File: src/design/cas_pkg.sv
`timescale 1ns / 1ps
// ----------------------------------------------------------------------------
// cas_pkg: shared definitions for the cave automaton step unit
// Geometry limits, register map, result record and the per-cell rule.
// ----------------------------------------------------------------------------
package cas_pkg;

   localparam int MAX_WIDTH  = 62;
   localparam int MAX_HEIGHT = 256;

   localparam int COL_W = 6;
   localparam int ROW_W = 8;
   localparam int HGT_W = 9;
   localparam int THR_W = 4;

   localparam logic [COL_W-1:0] WIDTH_MIN  = COL_W'(3);
   localparam logic [COL_W-1:0] WIDTH_MAX  = COL_W'(MAX_WIDTH);
   localparam logic [HGT_W-1:0] HEIGHT_MIN = HGT_W'(3);
   localparam logic [HGT_W-1:0] HEIGHT_MAX = HGT_W'(MAX_HEIGHT);

   // result queue
   localparam int FIFO_DEPTH = 8;
   localparam int FIFO_AW    = $clog2(FIFO_DEPTH);
   localparam int FIFO_CW    = FIFO_AW + 1;
   localparam logic [FIFO_CW-1:0] FIFO_FULL     = FIFO_CW'(FIFO_DEPTH);
   localparam logic [FIFO_CW-1:0] FIFO_ROOM_LIM = FIFO_CW'(FIFO_DEPTH - 4);

   // register map, index = paddr[3:2]
   localparam logic [1:0] REG_GRID_WIDTH  = 2'd0;
   localparam logic [1:0] REG_GRID_HEIGHT = 2'd1;
   localparam logic [1:0] REG_SURVIVE_MIN = 2'd2;
   localparam logic [1:0] REG_BIRTH_ABOVE = 2'd3;

   typedef struct packed {
      logic             next_is_wall;
      logic [COL_W-1:0] cell_column;
      logic [ROW_W-1:0] cell_row;
      logic             frame_end;
   } rsp_item_type;

   function automatic logic [3:0] ones3(input logic [2:0] v);
      return {3'b000, v[0]} + {3'b000, v[1]} + {3'b000, v[2]};
   endfunction

   function automatic logic near_pos(input logic [9:0] a, input logic [9:0] b);
      return ((a + 10'd1) >= b) && (a <= (b + 10'd1));
   endfunction

   // Column vectors: bit0 top row, bit1 middle row, bit2 bottom row.
   // Out-of-grid neighbors count as walls.
   function automatic logic cell_next(
      input logic [2:0]       lcol,
      input logic [2:0]       mcol,
      input logic [2:0]       rcol,
      input logic             lout,
      input logic             rout,
      input logic             tout,
      input logic             bout,
      input logic [COL_W-1:0] col,
      input logic [ROW_W-1:0] row,
      input logic [COL_W-1:0] wd,
      input logic [HGT_W-1:0] ht,
      input logic [THR_W-1:0] surv,
      input logic [THR_W-1:0] birth
   );
      logic [2:0] brd_m;
      logic [2:0] lm;
      logic [2:0] mm;
      logic [2:0] rm;
      logic [3:0] cnt;
      logic       nxt;
      logic       col_hit;
      logic       row_hit;
      brd_m   = {bout, 1'b0, tout};
      lm      = lout ? 3'b111 : (lcol | brd_m);
      rm      = rout ? 3'b111 : (rcol | brd_m);
      mm      = mcol | brd_m;
      cnt     = ones3(lm) + ones3(rm) + {3'b000, mm[0]} + {3'b000, mm[2]};
      nxt     = mm[1] ? (cnt >= surv) : (cnt > birth);
      col_hit = near_pos({4'b0000, col}, {5'b00000, wd[COL_W-1:1]});
      row_hit = near_pos({2'b00, row}, {1'b0, ht} - 10'd3) ||
                near_pos({2'b00, row}, 10'd2);
      if (col_hit && row_hit) begin
         nxt = 1'b0;
      end
      return nxt;
   endfunction

endpackage

File: src/design/cave_automaton_step_unit.sv
`timescale 1ns / 1ps
// ----------------------------------------------------------------------------
// cave_automaton_step_unit: one generation of the wall/empty cave automaton
// Raster cell stream in, updated cells out one row late; the last cell of
// the grid flushes the final row from the line memory.
// ----------------------------------------------------------------------------
//   channel | ports                         | direction | moves
//   req     | req_valid/ready, req_is_wall  | in        | one cell per request
//   rsp     | rsp_valid/ready, rsp_*        | out       | one updated cell
//   csr     | csr_p*                        | in/out    | APB register access
//
// Takes one request per cycle while results drain at one per cycle. A row's
// last cell yields two results and the next row's first cell none, so at full
// output rate the result queue (8 deep) never holds requests off; it does so
// only while it holds more than four results.
// The frame's last cell starts a flush: requests are held off while the flush
// primes the line memory read and then sweeps it to produce the bottom row,
// and a full queue stalls that sweep.
// Each request is registered into the update stage, whose results enter the queue.
// Reset is synchronous; the line memory needs no clearing pass.
module cave_automaton_step_unit
   import cas_pkg::*;
(
   input  logic             clock,
   input  logic             reset,
   input  logic             req_valid,
   output logic             req_ready,
   input  logic             req_is_wall,
   output logic             rsp_valid,
   input  logic             rsp_ready,
   output logic             rsp_next_is_wall,
   output logic [COL_W-1:0] rsp_cell_column,
   output logic [ROW_W-1:0] rsp_cell_row,
   output logic             rsp_frame_end,
   input  logic             csr_psel,
   input  logic             csr_penable,
   input  logic             csr_pwrite,
   input  logic [3:0]       csr_paddr,
   input  logic [31:0]      csr_pwdata,
   output logic [31:0]      csr_prdata,
   output logic             csr_pready
);

   localparam logic [1:0] FL_IDLE   = 2'd0;
   localparam logic [1:0] FL_PRIME0 = 2'd1;
   localparam logic [1:0] FL_PRIME1 = 2'd2;
   localparam logic [1:0] FL_RUN    = 2'd3;

   // configuration
   logic [COL_W-1:0] cfg_width_ff;
   logic [HGT_W-1:0] cfg_height_ff;
   logic [THR_W-1:0] cfg_survive_ff;
   logic [THR_W-1:0] cfg_birth_ff;
   logic             csr_wr;
   logic             geom_wr;
   logic [COL_W-1:0] w_eff;
   logic [HGT_W-1:0] h_eff;
   logic [COL_W-1:0] w_m1;
   logic [ROW_W-1:0] h_m1;

   // position and request stage
   logic [COL_W-1:0] col_cnt_ff;
   logic [ROW_W-1:0] row_cnt_ff;
   logic [COL_W-1:0] c_cur;
   logic [ROW_W-1:0] r_cur;
   logic             row_end;
   logic             frame_last;
   logic             acc;

   // line memory: bit1 row above, bit0 two rows above
   logic [1:0]       line_mem [MAX_WIDTH];
   logic [1:0]       rd_ff;
   logic             rd_en;
   logic [COL_W-1:0] rd_addr;

   // update stage
   logic             b_valid_ff;
   logic             b_bit_ff;
   logic [COL_W-1:0] b_c_ff;
   logic [ROW_W-1:0] b_r_ff;
   logic [5:0]       window_ff;
   logic [5:0]       window_in;
   logic [2:0]       col3;
   logic [2:0]       wl;
   logic [2:0]       wm;
   logic             b_row_end;
   logic             b_final;
   logic             emit0;
   logic             emit1;
   rsp_item_type     res0;
   rsp_item_type     res1;

   // flush sweep
   logic [1:0]       fl_state_ff;
   logic [1:0]       fl_state_in;
   logic [COL_W-1:0] fl_x_ff;
   logic [1:0]       fl_left_ff;
   logic [1:0]       fl_mid_ff;
   logic             fl_step;
   logic             fl_last;
   logic [COL_W:0]   fl_x_p2;
   rsp_item_type     fres;

   // result queue
   rsp_item_type       fifo_ff [FIFO_DEPTH];
   logic [FIFO_AW-1:0] wr_ptr_ff;
   logic [FIFO_AW-1:0] rd_ptr_ff;
   logic [FIFO_CW-1:0] fifo_cnt_ff;
   logic               push0;
   logic               push1;
   rsp_item_type       push0_data;
   logic               pop;
   logic [FIFO_CW-1:0] push_n;
   rsp_item_type       head;

   // ---------------- configuration port ----------------
   assign csr_pready = 1'b1;
   assign csr_wr     = csr_psel && csr_penable && csr_pwrite;
   assign geom_wr    = csr_wr && ((csr_paddr[3:2] == REG_GRID_WIDTH) ||
                                  (csr_paddr[3:2] == REG_GRID_HEIGHT));

   always_ff @(posedge clock) begin
      if (reset) begin
         cfg_width_ff   <= COL_W'(62);
         cfg_height_ff  <= HGT_W'(32);
         cfg_survive_ff <= THR_W'(4);
         cfg_birth_ff   <= THR_W'(4);
      end else if (csr_wr) begin
         case (csr_paddr[3:2])
            REG_GRID_WIDTH:  cfg_width_ff   <= csr_pwdata[COL_W-1:0];
            REG_GRID_HEIGHT: cfg_height_ff  <= csr_pwdata[HGT_W-1:0];
            REG_SURVIVE_MIN: cfg_survive_ff <= csr_pwdata[THR_W-1:0];
            REG_BIRTH_ABOVE: cfg_birth_ff   <= csr_pwdata[THR_W-1:0];
            default: ;
         endcase
      end
   end

   always_comb begin
      case (csr_paddr[3:2])
         REG_GRID_WIDTH:  csr_prdata = {{(32-COL_W){1'b0}}, cfg_width_ff};
         REG_GRID_HEIGHT: csr_prdata = {{(32-HGT_W){1'b0}}, cfg_height_ff};
         REG_SURVIVE_MIN: csr_prdata = {{(32-THR_W){1'b0}}, cfg_survive_ff};
         REG_BIRTH_ABOVE: csr_prdata = {{(32-THR_W){1'b0}}, cfg_birth_ff};
         default:         csr_prdata = 32'd0;
      endcase
   end

   assign w_eff = (cfg_width_ff < WIDTH_MIN) ? WIDTH_MIN :
                  (cfg_width_ff > WIDTH_MAX) ? WIDTH_MAX : cfg_width_ff;
   assign h_eff = (cfg_height_ff < HEIGHT_MIN) ? HEIGHT_MIN :
                  (cfg_height_ff > HEIGHT_MAX) ? HEIGHT_MAX : cfg_height_ff;
   assign w_m1  = w_eff - COL_W'(1);
   assign h_m1  = ROW_W'(h_eff - HGT_W'(1));

   // ---------------- request side ----------------
   assign req_ready  = (fl_state_ff == FL_IDLE) && (fifo_cnt_ff <= FIFO_ROOM_LIM);
   assign acc        = req_valid && req_ready;
   assign c_cur      = (col_cnt_ff > w_m1) ? '0 : col_cnt_ff;
   assign r_cur      = (row_cnt_ff > h_m1) ? '0 : row_cnt_ff;
   assign row_end    = (c_cur == w_m1);
   assign frame_last = row_end && (r_cur == h_m1);

   always_ff @(posedge clock) begin
      if (reset) begin
         col_cnt_ff <= '0;
         row_cnt_ff <= '0;
         b_valid_ff <= 1'b0;
      end else begin
         b_valid_ff <= acc;
         if (geom_wr) begin
            col_cnt_ff <= '0;
            row_cnt_ff <= '0;
         end else if (acc) begin
            if (frame_last) begin
               col_cnt_ff <= '0;
               row_cnt_ff <= '0;
            end else if (row_end) begin
               col_cnt_ff <= '0;
               row_cnt_ff <= r_cur + ROW_W'(1);
            end else begin
               col_cnt_ff <= c_cur + COL_W'(1);
               row_cnt_ff <= r_cur;
            end
         end
      end
   end

   always_ff @(posedge clock) begin
      if (acc) begin
         b_bit_ff <= req_is_wall;
         b_c_ff   <= c_cur;
         b_r_ff   <= r_cur;
      end
   end

   // ---------------- line memory ----------------
   assign fl_x_p2 = {1'b0, fl_x_ff} + (COL_W+1)'(2);

   always_comb begin
      case (fl_state_ff)
         FL_IDLE: begin
            rd_en   = acc;
            rd_addr = c_cur;
         end
         FL_PRIME0: begin
            rd_en   = 1'b1;
            rd_addr = COL_W'(0);
         end
         FL_PRIME1: begin
            rd_en   = 1'b1;
            rd_addr = COL_W'(1);
         end
         FL_RUN: begin
            rd_en   = fl_step && (fl_x_p2 < {1'b0, w_eff});
            rd_addr = fl_x_p2[COL_W-1:0];
         end
         default: begin
            rd_en   = 1'b0;
            rd_addr = '0;
         end
      endcase
   end

   // write-back of the update stage never hits the address read in the same cycle
   always_ff @(posedge clock) begin
      if (b_valid_ff) begin
         line_mem[b_c_ff] <= {b_bit_ff, rd_ff[1]};
      end
      if (rd_en) begin
         rd_ff <= line_mem[rd_addr];
      end
   end

   // ---------------- update stage ----------------
   assign col3      = {b_bit_ff, rd_ff[1], rd_ff[0]};
   assign wl        = window_ff[5:3];
   assign wm        = window_ff[2:0];
   assign b_row_end = (b_c_ff == w_m1);
   assign b_final   = b_row_end && (b_r_ff == h_m1);
   assign emit0     = b_valid_ff && (b_r_ff != '0) && (b_c_ff != '0);
   assign emit1     = b_valid_ff && (b_r_ff != '0) && b_row_end;

   always_comb begin
      res0.next_is_wall = cell_next(wl, wm, col3, (b_c_ff == COL_W'(1)), 1'b0,
                                    (b_r_ff == ROW_W'(1)), 1'b0,
                                    b_c_ff - COL_W'(1), b_r_ff - ROW_W'(1),
                                    w_eff, h_eff, cfg_survive_ff, cfg_birth_ff);
      res0.cell_column  = b_c_ff - COL_W'(1);
      res0.cell_row     = b_r_ff - ROW_W'(1);
      res0.frame_end    = 1'b0;
      res1.next_is_wall = cell_next(wm, col3, 3'b000, 1'b0, 1'b1,
                                    (b_r_ff == ROW_W'(1)), 1'b0,
                                    b_c_ff, b_r_ff - ROW_W'(1),
                                    w_eff, h_eff, cfg_survive_ff, cfg_birth_ff);
      res1.cell_column  = b_c_ff;
      res1.cell_row     = b_r_ff - ROW_W'(1);
      res1.frame_end    = 1'b0;
   end

   always_comb begin
      window_in = window_ff;
      if (geom_wr) begin
         window_in = '0;
      end else if (b_valid_ff) begin
         window_in = b_final ? 6'd0 : {wm, col3};
      end
   end

   always_ff @(posedge clock) begin
      if (reset) begin
         window_ff <= '0;
      end else begin
         window_ff <= window_in;
      end
   end

   // ---------------- bottom-row flush ----------------
   assign fl_step = (fl_state_ff == FL_RUN) && (fifo_cnt_ff != FIFO_FULL);
   assign fl_last = (fl_x_ff == w_m1);

   always_comb begin
      fres.next_is_wall = cell_next({1'b0, fl_left_ff}, {1'b0, fl_mid_ff}, {1'b0, rd_ff},
                                    (fl_x_ff == '0), fl_last, 1'b0, 1'b1,
                                    fl_x_ff, h_m1, w_eff, h_eff,
                                    cfg_survive_ff, cfg_birth_ff);
      fres.cell_column  = fl_x_ff;
      fres.cell_row     = h_m1;
      fres.frame_end    = fl_last;
   end

   always_comb begin
      fl_state_in = fl_state_ff;
      case (fl_state_ff)
         FL_IDLE:   if (acc && frame_last) fl_state_in = FL_PRIME0;
         FL_PRIME0: fl_state_in = FL_PRIME1;
         FL_PRIME1: fl_state_in = FL_RUN;
         FL_RUN:    if (fl_step && fl_last) fl_state_in = FL_IDLE;
         default:   fl_state_in = FL_IDLE;
      endcase
   end

   always_ff @(posedge clock) begin
      if (reset) begin
         fl_state_ff <= FL_IDLE;
      end else begin
         fl_state_ff <= fl_state_in;
      end
   end

   always_ff @(posedge clock) begin
      if (fl_state_ff == FL_PRIME1) begin
         fl_mid_ff <= rd_ff;
         fl_x_ff   <= '0;
      end else if (fl_step) begin
         fl_left_ff <= fl_mid_ff;
         fl_mid_ff  <= rd_ff;
         fl_x_ff    <= fl_x_ff + COL_W'(1);
      end
   end

   // ---------------- result queue ----------------
   assign push0      = emit0 || fl_step;
   assign push1      = emit1;
   assign push0_data = fl_step ? fres : res0;
   assign push_n     = FIFO_CW'(push0) + FIFO_CW'(push1);
   assign pop        = rsp_valid && rsp_ready;

   always_ff @(posedge clock) begin
      if (push0) begin
         fifo_ff[wr_ptr_ff] <= push0_data;
      end
      if (push1) begin
         fifo_ff[wr_ptr_ff + FIFO_AW'(1)] <= res1;
      end
   end

   always_ff @(posedge clock) begin
      if (reset) begin
         wr_ptr_ff   <= '0;
         rd_ptr_ff   <= '0;
         fifo_cnt_ff <= '0;
      end else begin
         wr_ptr_ff   <= wr_ptr_ff + push_n[FIFO_AW-1:0];
         rd_ptr_ff   <= rd_ptr_ff + FIFO_AW'(pop);
         fifo_cnt_ff <= fifo_cnt_ff + push_n - FIFO_CW'(pop);
      end
   end

   assign head             = fifo_ff[rd_ptr_ff];
   assign rsp_valid        = (fifo_cnt_ff != '0);
   assign rsp_next_is_wall = head.next_is_wall;
   assign rsp_cell_column  = head.cell_column;
   assign rsp_cell_row     = head.cell_row;
   assign rsp_frame_end    = head.frame_end;

`ifndef SYNTHESIS
   a_fifo_bound: assert property (@(posedge clock) disable iff (reset)
      fifo_cnt_ff <= FIFO_FULL)
      else $error("result queue overflow");

   a_mem_no_clash: assert property (@(posedge clock) disable iff (reset)
      !(b_valid_ff && rd_en && (rd_addr == b_c_ff)))
      else $error("line memory read and write-back hit the same column");

   a_frame_end_pos: assert property (@(posedge clock) disable iff (reset)
      (rsp_valid && rsp_frame_end) |-> ((rsp_cell_column == w_m1) && (rsp_cell_row == h_m1)))
      else $error("frame end flagged away from the last cell");

   a_flush_after_last: assert property (@(posedge clock) disable iff (reset)
      (acc && frame_last) |=> (fl_state_ff == FL_PRIME0) && b_valid_ff)
      else $error("flush did not start after the last cell");
`endif

endmodule
File: config.mk
export PLATFORM = sky130hd
export DESIGN_NAME = cave_automaton_step_unit
export DESIGN_NICKNAME = d
export VERILOG_FILES = /design/src/design/cas_pkg.sv /design/src/design/cave_automaton_step_unit.sv
export SDC_FILE = /design/constraint.sdc
export NUM_CORES = 1
export LEC_CHECK = 0
export BUFFER_PORTS_ARGS = -buffer_cell sky130_fd_sc_hd__buf_2
export CAP_MARGIN = 20
export CORE_MARGIN = 2
export CORE_UTILIZATION = 51
export CTS_CLUSTER_DIAMETER = 150
export DETAILED_ROUTE_END_ITERATION = 12
export PLACE_DENSITY = 0.7
export SLEW_MARGIN = 20
export SYNTH_ARGS = -nofsm -noshare
export SYNTH_HDL_FRONTEND = slang
export SYNTH_SLANG_ARGS = --single-unit
File: constraint.sdc
create_clock -name clock -period 5 [get_ports clock]
set_input_delay 0.75 -clock clock [delete_from_list [all_inputs] [get_ports clock]]
set_output_delay 0.75 -clock clock [all_outputs]
set_load 0.02 [all_outputs]
==> flow_metrics.tcl, run 1 <==
set metrics [dict create \
    core_mm2 0.0407 \
    die_h_um 207 \
    fin_crit_sh 1.04 \
    synth-simple-area-share 0.152 \
    cts.path.max_buffers 3 \
    hp-class "in2reg" \
    drive_above_1_share 0.157 \
    clock_sinks 335 \
    reg2reg_from "b_r_ff[3]" \
    synth_top_family_by_area "simple AND/OR/NAND/NOR gates" \
    vias 16300 \
    via_per_inst 6.16 \
    drc 0 \
    drt_iter0_markers 1681 \
    timing.hold.ws_ns 0.394 \
    critPathLaunch "b_r_ff[3]" \
    ir_drop_mv 0.284 \
    drv_slew 0 \
    rows 74 \
    path_class "reg2reg" \
    synth_area_mm2 0.0210 \
    design_area_mm2 0.0234 \
    synth.avg_cell_area_um2 10.4 \
    ios 95 \
    worst_slack_ns -0.210 \
    skew_ns 0.0295 \
    start_kind "register" \
    synth_top_area_cell "edfxtp_1" \
    yosys.area_share.adder 0.103 \
    status "complete, but fails checks" \
    synth_top_area_frac 0.378 \
    ys_seq_area_frac 0.445 \
    rsz0062_at_grt "yes" \
    synth_compound_area_frac 0.131 \
    leakagePower_uw 0.00902 \
    cts_buffers 37 \
    grt_pass1_vias 15600 \
    clk_pin_slew_ns 0.06 \
    yosys-top-cells-count "edfxtp_1, nand2_1, nor2_1" \
    synth_top_cells_by_area "edfxtp_1, ha_1, dfxtp_1, mux4_2, mux2i_1" \
    grt_pass1_wl_um 85500 \
    dieWidth_um 207 \
    syn2layout_area_growth_pct 11.3 \
    synthCells 2021 \
    yosysUniqueCellTypes 96 \
    hold_start "req_is_wall" \
    ant_nets 0 \
    synth_ff_type "edfxtp_1" \
    critPathCaptureType "register" \
    cts_root_buffer "clkbuf_16" \
    grt_start_max_net_pins 68 \
    synth-edff-count 265 \
    antenna_cells 0 \
    floorplan.initialDensity 0.516 \
    fin_tns_setup_ns -1.41 \
    finalWirelength_um 55300 \
    placed_area_mm2 0.0221 \
    ys_ff_latch 335 \
    max_freq_mhz 192 \
    h-tree-depth 2 \
    antenna_found_initial 0 \
    yosys_warnings 0 \
    grt_overflow_total 0 \
    crit_fanout 8 \
    min_period_ns 5.21 \
    wire_per_inst_um 20.9 \
    worst_pin_slew_ns 1.02 \
    synth_async_sr_flop_share 0 \
    grt_usage 0.249 \
    hold_viol_final 0 \
    clk_latency_ns 0.57 \
    arrival_ns 5.52 \
    power_density_mw_per_mm2 386 \
    synth.area.mux_share 0.0818 \
    place.gp.congestion 0.929 \
    final_nets 2294 \
    cts_tree "built" \
    dieArea_mm2 0.0429 \
    post-route-util 0.574 \
    slew_headroom 0.318 \
    p_total_uw 9030 \
    required_ns 5.31 \
    synth_most_common_cell "edfxtp_1" \
    setup_viol 8 \
    synth_xor_area_frac 0.0362 \
    io_buffers 45 \
    dr.pass1.iters 6 \
    maxCapViolCount 0 \
    violations "negative setup slack" \
    hpwlAfterDp_um 39100 \
]
-- report_power, final --
group          internal (µW)  switching [µW]  leakage (µW)
clock network           1510            1150      0.000559
registers               3180             109       0.00307
logic                   1200            1870       0.00538
total                   5900            3130       0.00902
-- cell families after synthesis --
kind of cell / after synthesis
XOR/XNOR: 83
adder cells (fa/ha/maj): 168
buffers and inverters: 237
AO/OA/AOI/OAI: 411
multiplexers: 123
AND/OR/NAND/NOR: 662
other: 2
flip-flops: 335
-- worst paths after layout --
check / endpoint / cells after the start / slack, ns
worst max-delay path: fifo_ff[5][15] / 22 / -0.21
worst min-delay path: b_bit_ff / 1 / 0.39
worst max register to register: fifo_ff[5][15] / 22 / -0.21
worst min register to register: fl_left_ff[0] / 0 / 0.47
-- flip-flops by register name, summed over array words and instances, names as in the netlist, 6 cells and up --
register       flops
window_ff          6
b_r_ff             8
row_cnt_ff         8
cfg_height_ff      9
fl_x_ff            6
cfg_width_ff       6
line_mem         124
fifo_ff          128
b_c_ff             6
col_cnt_ff         6
-- stage by stage --
stage | worst slack, ns | std cells
floorplan | -0.0954 | 2043
global placement | -0.287 | 2568
detailed placement | -0.321 | 2568
CTS | -0.183 | 2637
global route | -0.421 | 2642
finish | -0.210 | 2642
-- critical path: stages (launching register included) --
cell and delay [ns]:
edfxtp_1 0.40, nor4_2 0.33, nand2b_1 0.14, nor3b_2 0.17
buf_4 0.16, or3b_4 0.12, fa_1 0.43, fa_1 0.51
fa_1 0.42, ha_2 0.20, fa_1 0.50, ha_1 0.31
nor2b_4 0.14, o21ai_2 0.12, nand2b_1 0.06, a21oi_1 0.13
a41oi_1 0.06, o211ai_1 0.20, buf_4 0.23, buf_4 0.14
nor2_2 0.03, o21ai_2 0.06, o211ai_2 0.09
-- final cells by class --
class	count	area, µm²
repair buffers	142	970
fillers	3403	17300
flip-flops and latches	335	9360
clock inverters	18	176
well taps	532	666
inverters	94	353
clock buffers	49	991
multi-input cells	1472	10900
-- per-layer routing --
metal,global-route usage,vias up,routed length [µm]
met5,0,-,0
met4,0.0734,0,1460
met3,0.0446,105,4650
met2,0.397,738,25500
met1,0.349,7904,23700
li1,-,7535,-
-- what timing repair did --
| action | CTS | global route |
|---|---|---|
| gates cloned | 0 | 1 |
| hold buffers | 0 | 0 |
| setup buffers | 2 | 4 |
| pin swaps | 10 | 4 |
| setup endpoints to repair | 9 | 20 |
| resized for setup | 2 | 23 |
-- cells in the final DEF, fill, tap and decap left out, drive strengths merged, types with 22 or more instances in the layout --
master | Yosys | layout
mux2i | 68 | 68
nor2 | 175 | 175
o21ai | 102 | 102
dfxtp | 70 | 70
nand2 | 179 | 179
inv | 91 | 92
ha | 158 | 158
nor3 | 48 | 48
nand2b | 25 | 25
xor2 | 24 | 24
xnor2 | 57 | 57
o211ai | 22 | 22
nor2b | 37 | 37
a21oi | 74 | 74
mux4 | 37 | 37
clkbuf | 86 | 49
nand3 | 81 | 81
conb | 2 | 24
o22ai | 88 | 88
edfxtp | 265 | 265
buf | 56 | 142
Power figures use the tool's default switching activity.
==> run 2, diff against run 1 <==
- SETUP_SLACK_MARGIN: unset -> 0.02
- SKIP_CTS_REPAIR_TIMING: unset -> 1
==> run 2 against run 1 <==
Against the previous run: the run still ends with negative setup slack left; critical endpoint is now fifo_ff[1][15]; first-iteration DRC count up 0.18%; via count down 0.51%; critical path depth down 2; setup slack worse by 0.069 ns; register-to-register slack worse by 0.07 ns; cell count down 0.19%; flip-flop and latch count unchanged; critical path type unchanged; largest power group unchanged.
==> flow_metrics.tcl, run 2 (same netlist as run 1, synthesis figures left out) <==
set metrics [dict create \
    grt_pass1_wl_um 85400 \
    final_common_cell "edfxtp_1" \
    antenna_found_initial 0 \
    max_freq_mhz 189 \
    leakagePower_uw 0.00898 \
    maxCapViolCount 0 \
    grt_start_max_net_pins 68 \
    rows 74 \
    p_total_uw 9000 \
    violations "negative setup slack" \
    vias 16200 \
    cts_root_buffer "clkbuf_16" \
    rsz0062_at_grt "yes" \
    dpl_worst_slack_ns -0.321 \
    syn2layout_area_growth_pct 11.0 \
    path_class "reg2reg" \
    antenna_cells 0 \
    clock_sinks 335 \
    p_seq_frac 0.366 \
    clk_latency_ns 0.57 \
    grt_pass1_vias 15500 \
    drive_above_1_share 0.153 \
    hold_viol_final 0 \
    start_kind "register" \
    crit_fanout 8 \
    status "complete, but fails checks" \
    hpwlAfterDp_um 39100 \
    worst_slack_ns -0.280 \
    dr.pass1.iters 7 \
    core_mm2 0.0407 \
    power_density_mw_per_mm2 386 \
    reg_top3 "fifo_ff: 128 flops, line_mem: 124 flops, cfg_height_ff: 9 flops" \
    ir_drop_mv 0.282 \
    required_ns 5.31 \
    critPathCaptureType "register" \
    cp_cell_sequence "ha_1 > nor3b_2 > buf_4 > or3b_4 > fa_1 > fa_1 > fa_1 > ha_2 > fa_1 > ha_1 > nor2b_4 > o21ai_2 > nand2b_1 > a21oi_1 > a41oi_1 > o211ai_1 > buf_6 > nor2_1 > o21ai_1 > o211ai_2" \
    clk_pin_slew_ns 0.06 \
    die_h_um 207 \
    worst_pin_slew_ns 1.00 \
    clockPowerShare 0.295 \
    power_switching_uw 3120 \
    design_area_mm2 0.0233 \
    swShare 0.347 \
    finalWirelength_um 55200 \
    dieWidth_um 207 \
    arrival_ns 5.59 \
    slew_headroom 0.328 \
    wire_per_inst_um 20.9 \
    largest_reg_flops 128 \
    placed_area_mm2 0.0221 \
    setup_viol 8 \
    crit_top_cell "fa_1" \
    floorplan.initialDensity 0.516 \
    post-route-util 0.573 \
    skew_ns 0.0301 \
    io_buffers 45 \
    place.gp.congestion 0.929 \
    drv_slew 0 \
    cts_buffers 37 \
    p_int_uw 5880 \
    drt_iter0_markers 1684 \
    h-tree-depth 2 \
    slowest_stage "fa_1" \
    ios 95 \
    min_period_ns 5.28 \
    cts.path.max_buffers 3 \
    hp-class "in2reg" \
    grt_usage 0.249 \
    ant_nets 0 \
    comb_power_share 0.339 \
    regMostFlops "fifo_ff" \
    grt_overflow_total 0 \
    mostFrequentLayoutCells "edfxtp_1, nand2_1, nor2_1" \
    max_stage_delay_ns 0.55 \
    cts_tree "built" \
    dieArea_mm2 0.0429 \
    drc 0 \
    via_per_inst 6.14 \
    final_nets 2289 \
    fin_crit_sh 1.06 \
]
==> run 2: metal layers <==
layer,track usage,vias up,share of wire
li1,-,7535,-
met1,0.349,7857,0.43
met2,0.396,707,0.46
met3,0.0446,100,0.082
met4,0.0729,0,0.026
met5,0,-,0
==> run 2: layout make-up <==
type / count / area (µm²)
clock inverter: 18 / 176
fill: 3400 / 17400
tap: 532 / 666
inverter: 94 / 353
timing repair buffer: 137 / 932
multi-input combinational: 1472 / 10900
clock buffer: 49 / 991
sequential: 335 / 9360
==> run 2: worst paths after layout <==
check,start,endpoint,slack (ns),cells after the start
setup / recovery,b_r_ff[0],fifo_ff[1][15],-0.28,20
setup reg to reg,b_r_ff[0],fifo_ff[1][15],-0.28,20
hold reg to reg,fl_mid_ff[0],fl_left_ff[0],0.47,0
hold / removal,req_is_wall,b_bit_ff,0.40,1
==> run 2: per-stage QoR <==
stage	TNS (ns)	hold slack, ns	std cells
after global routing	-3.97	0.368	2637
after CTS	-2.61	0.370	2635
after detailed placement	-2.47	0.457	2568
final	-2.13	0.397	2637
after global placement	-2.17	0.440	2568
after floorplan	-0.763	0.426	2043
==> run 2: power by group through the flow <==
stage | registers (µW) | clock network (µW) | logic [µW]
2_1_floorplan | 3330 | 0 | 2090
3_3_place_gp | 3340 | 0 | 2850
3_5_place_dp | 3350 | 0 | 2940
4_1_cts | 3290 | 2690 | 2970
5_1_grt | 3310 | 2800 | 3350
6_report | 3290 | 2660 | 3050
==> run 2: critical path: cells and delay by family (launching register included) <==
family / cells / cell delay [ns]
AO/OA/AOI/OAI: 6 / 0.78
adder cells (fa/ha/maj): 7 / 2.71
flip-flops: 1 / 0.40
buffers and inverters: 2 / 0.35
AND/OR/NAND/NOR: 5 / 0.81
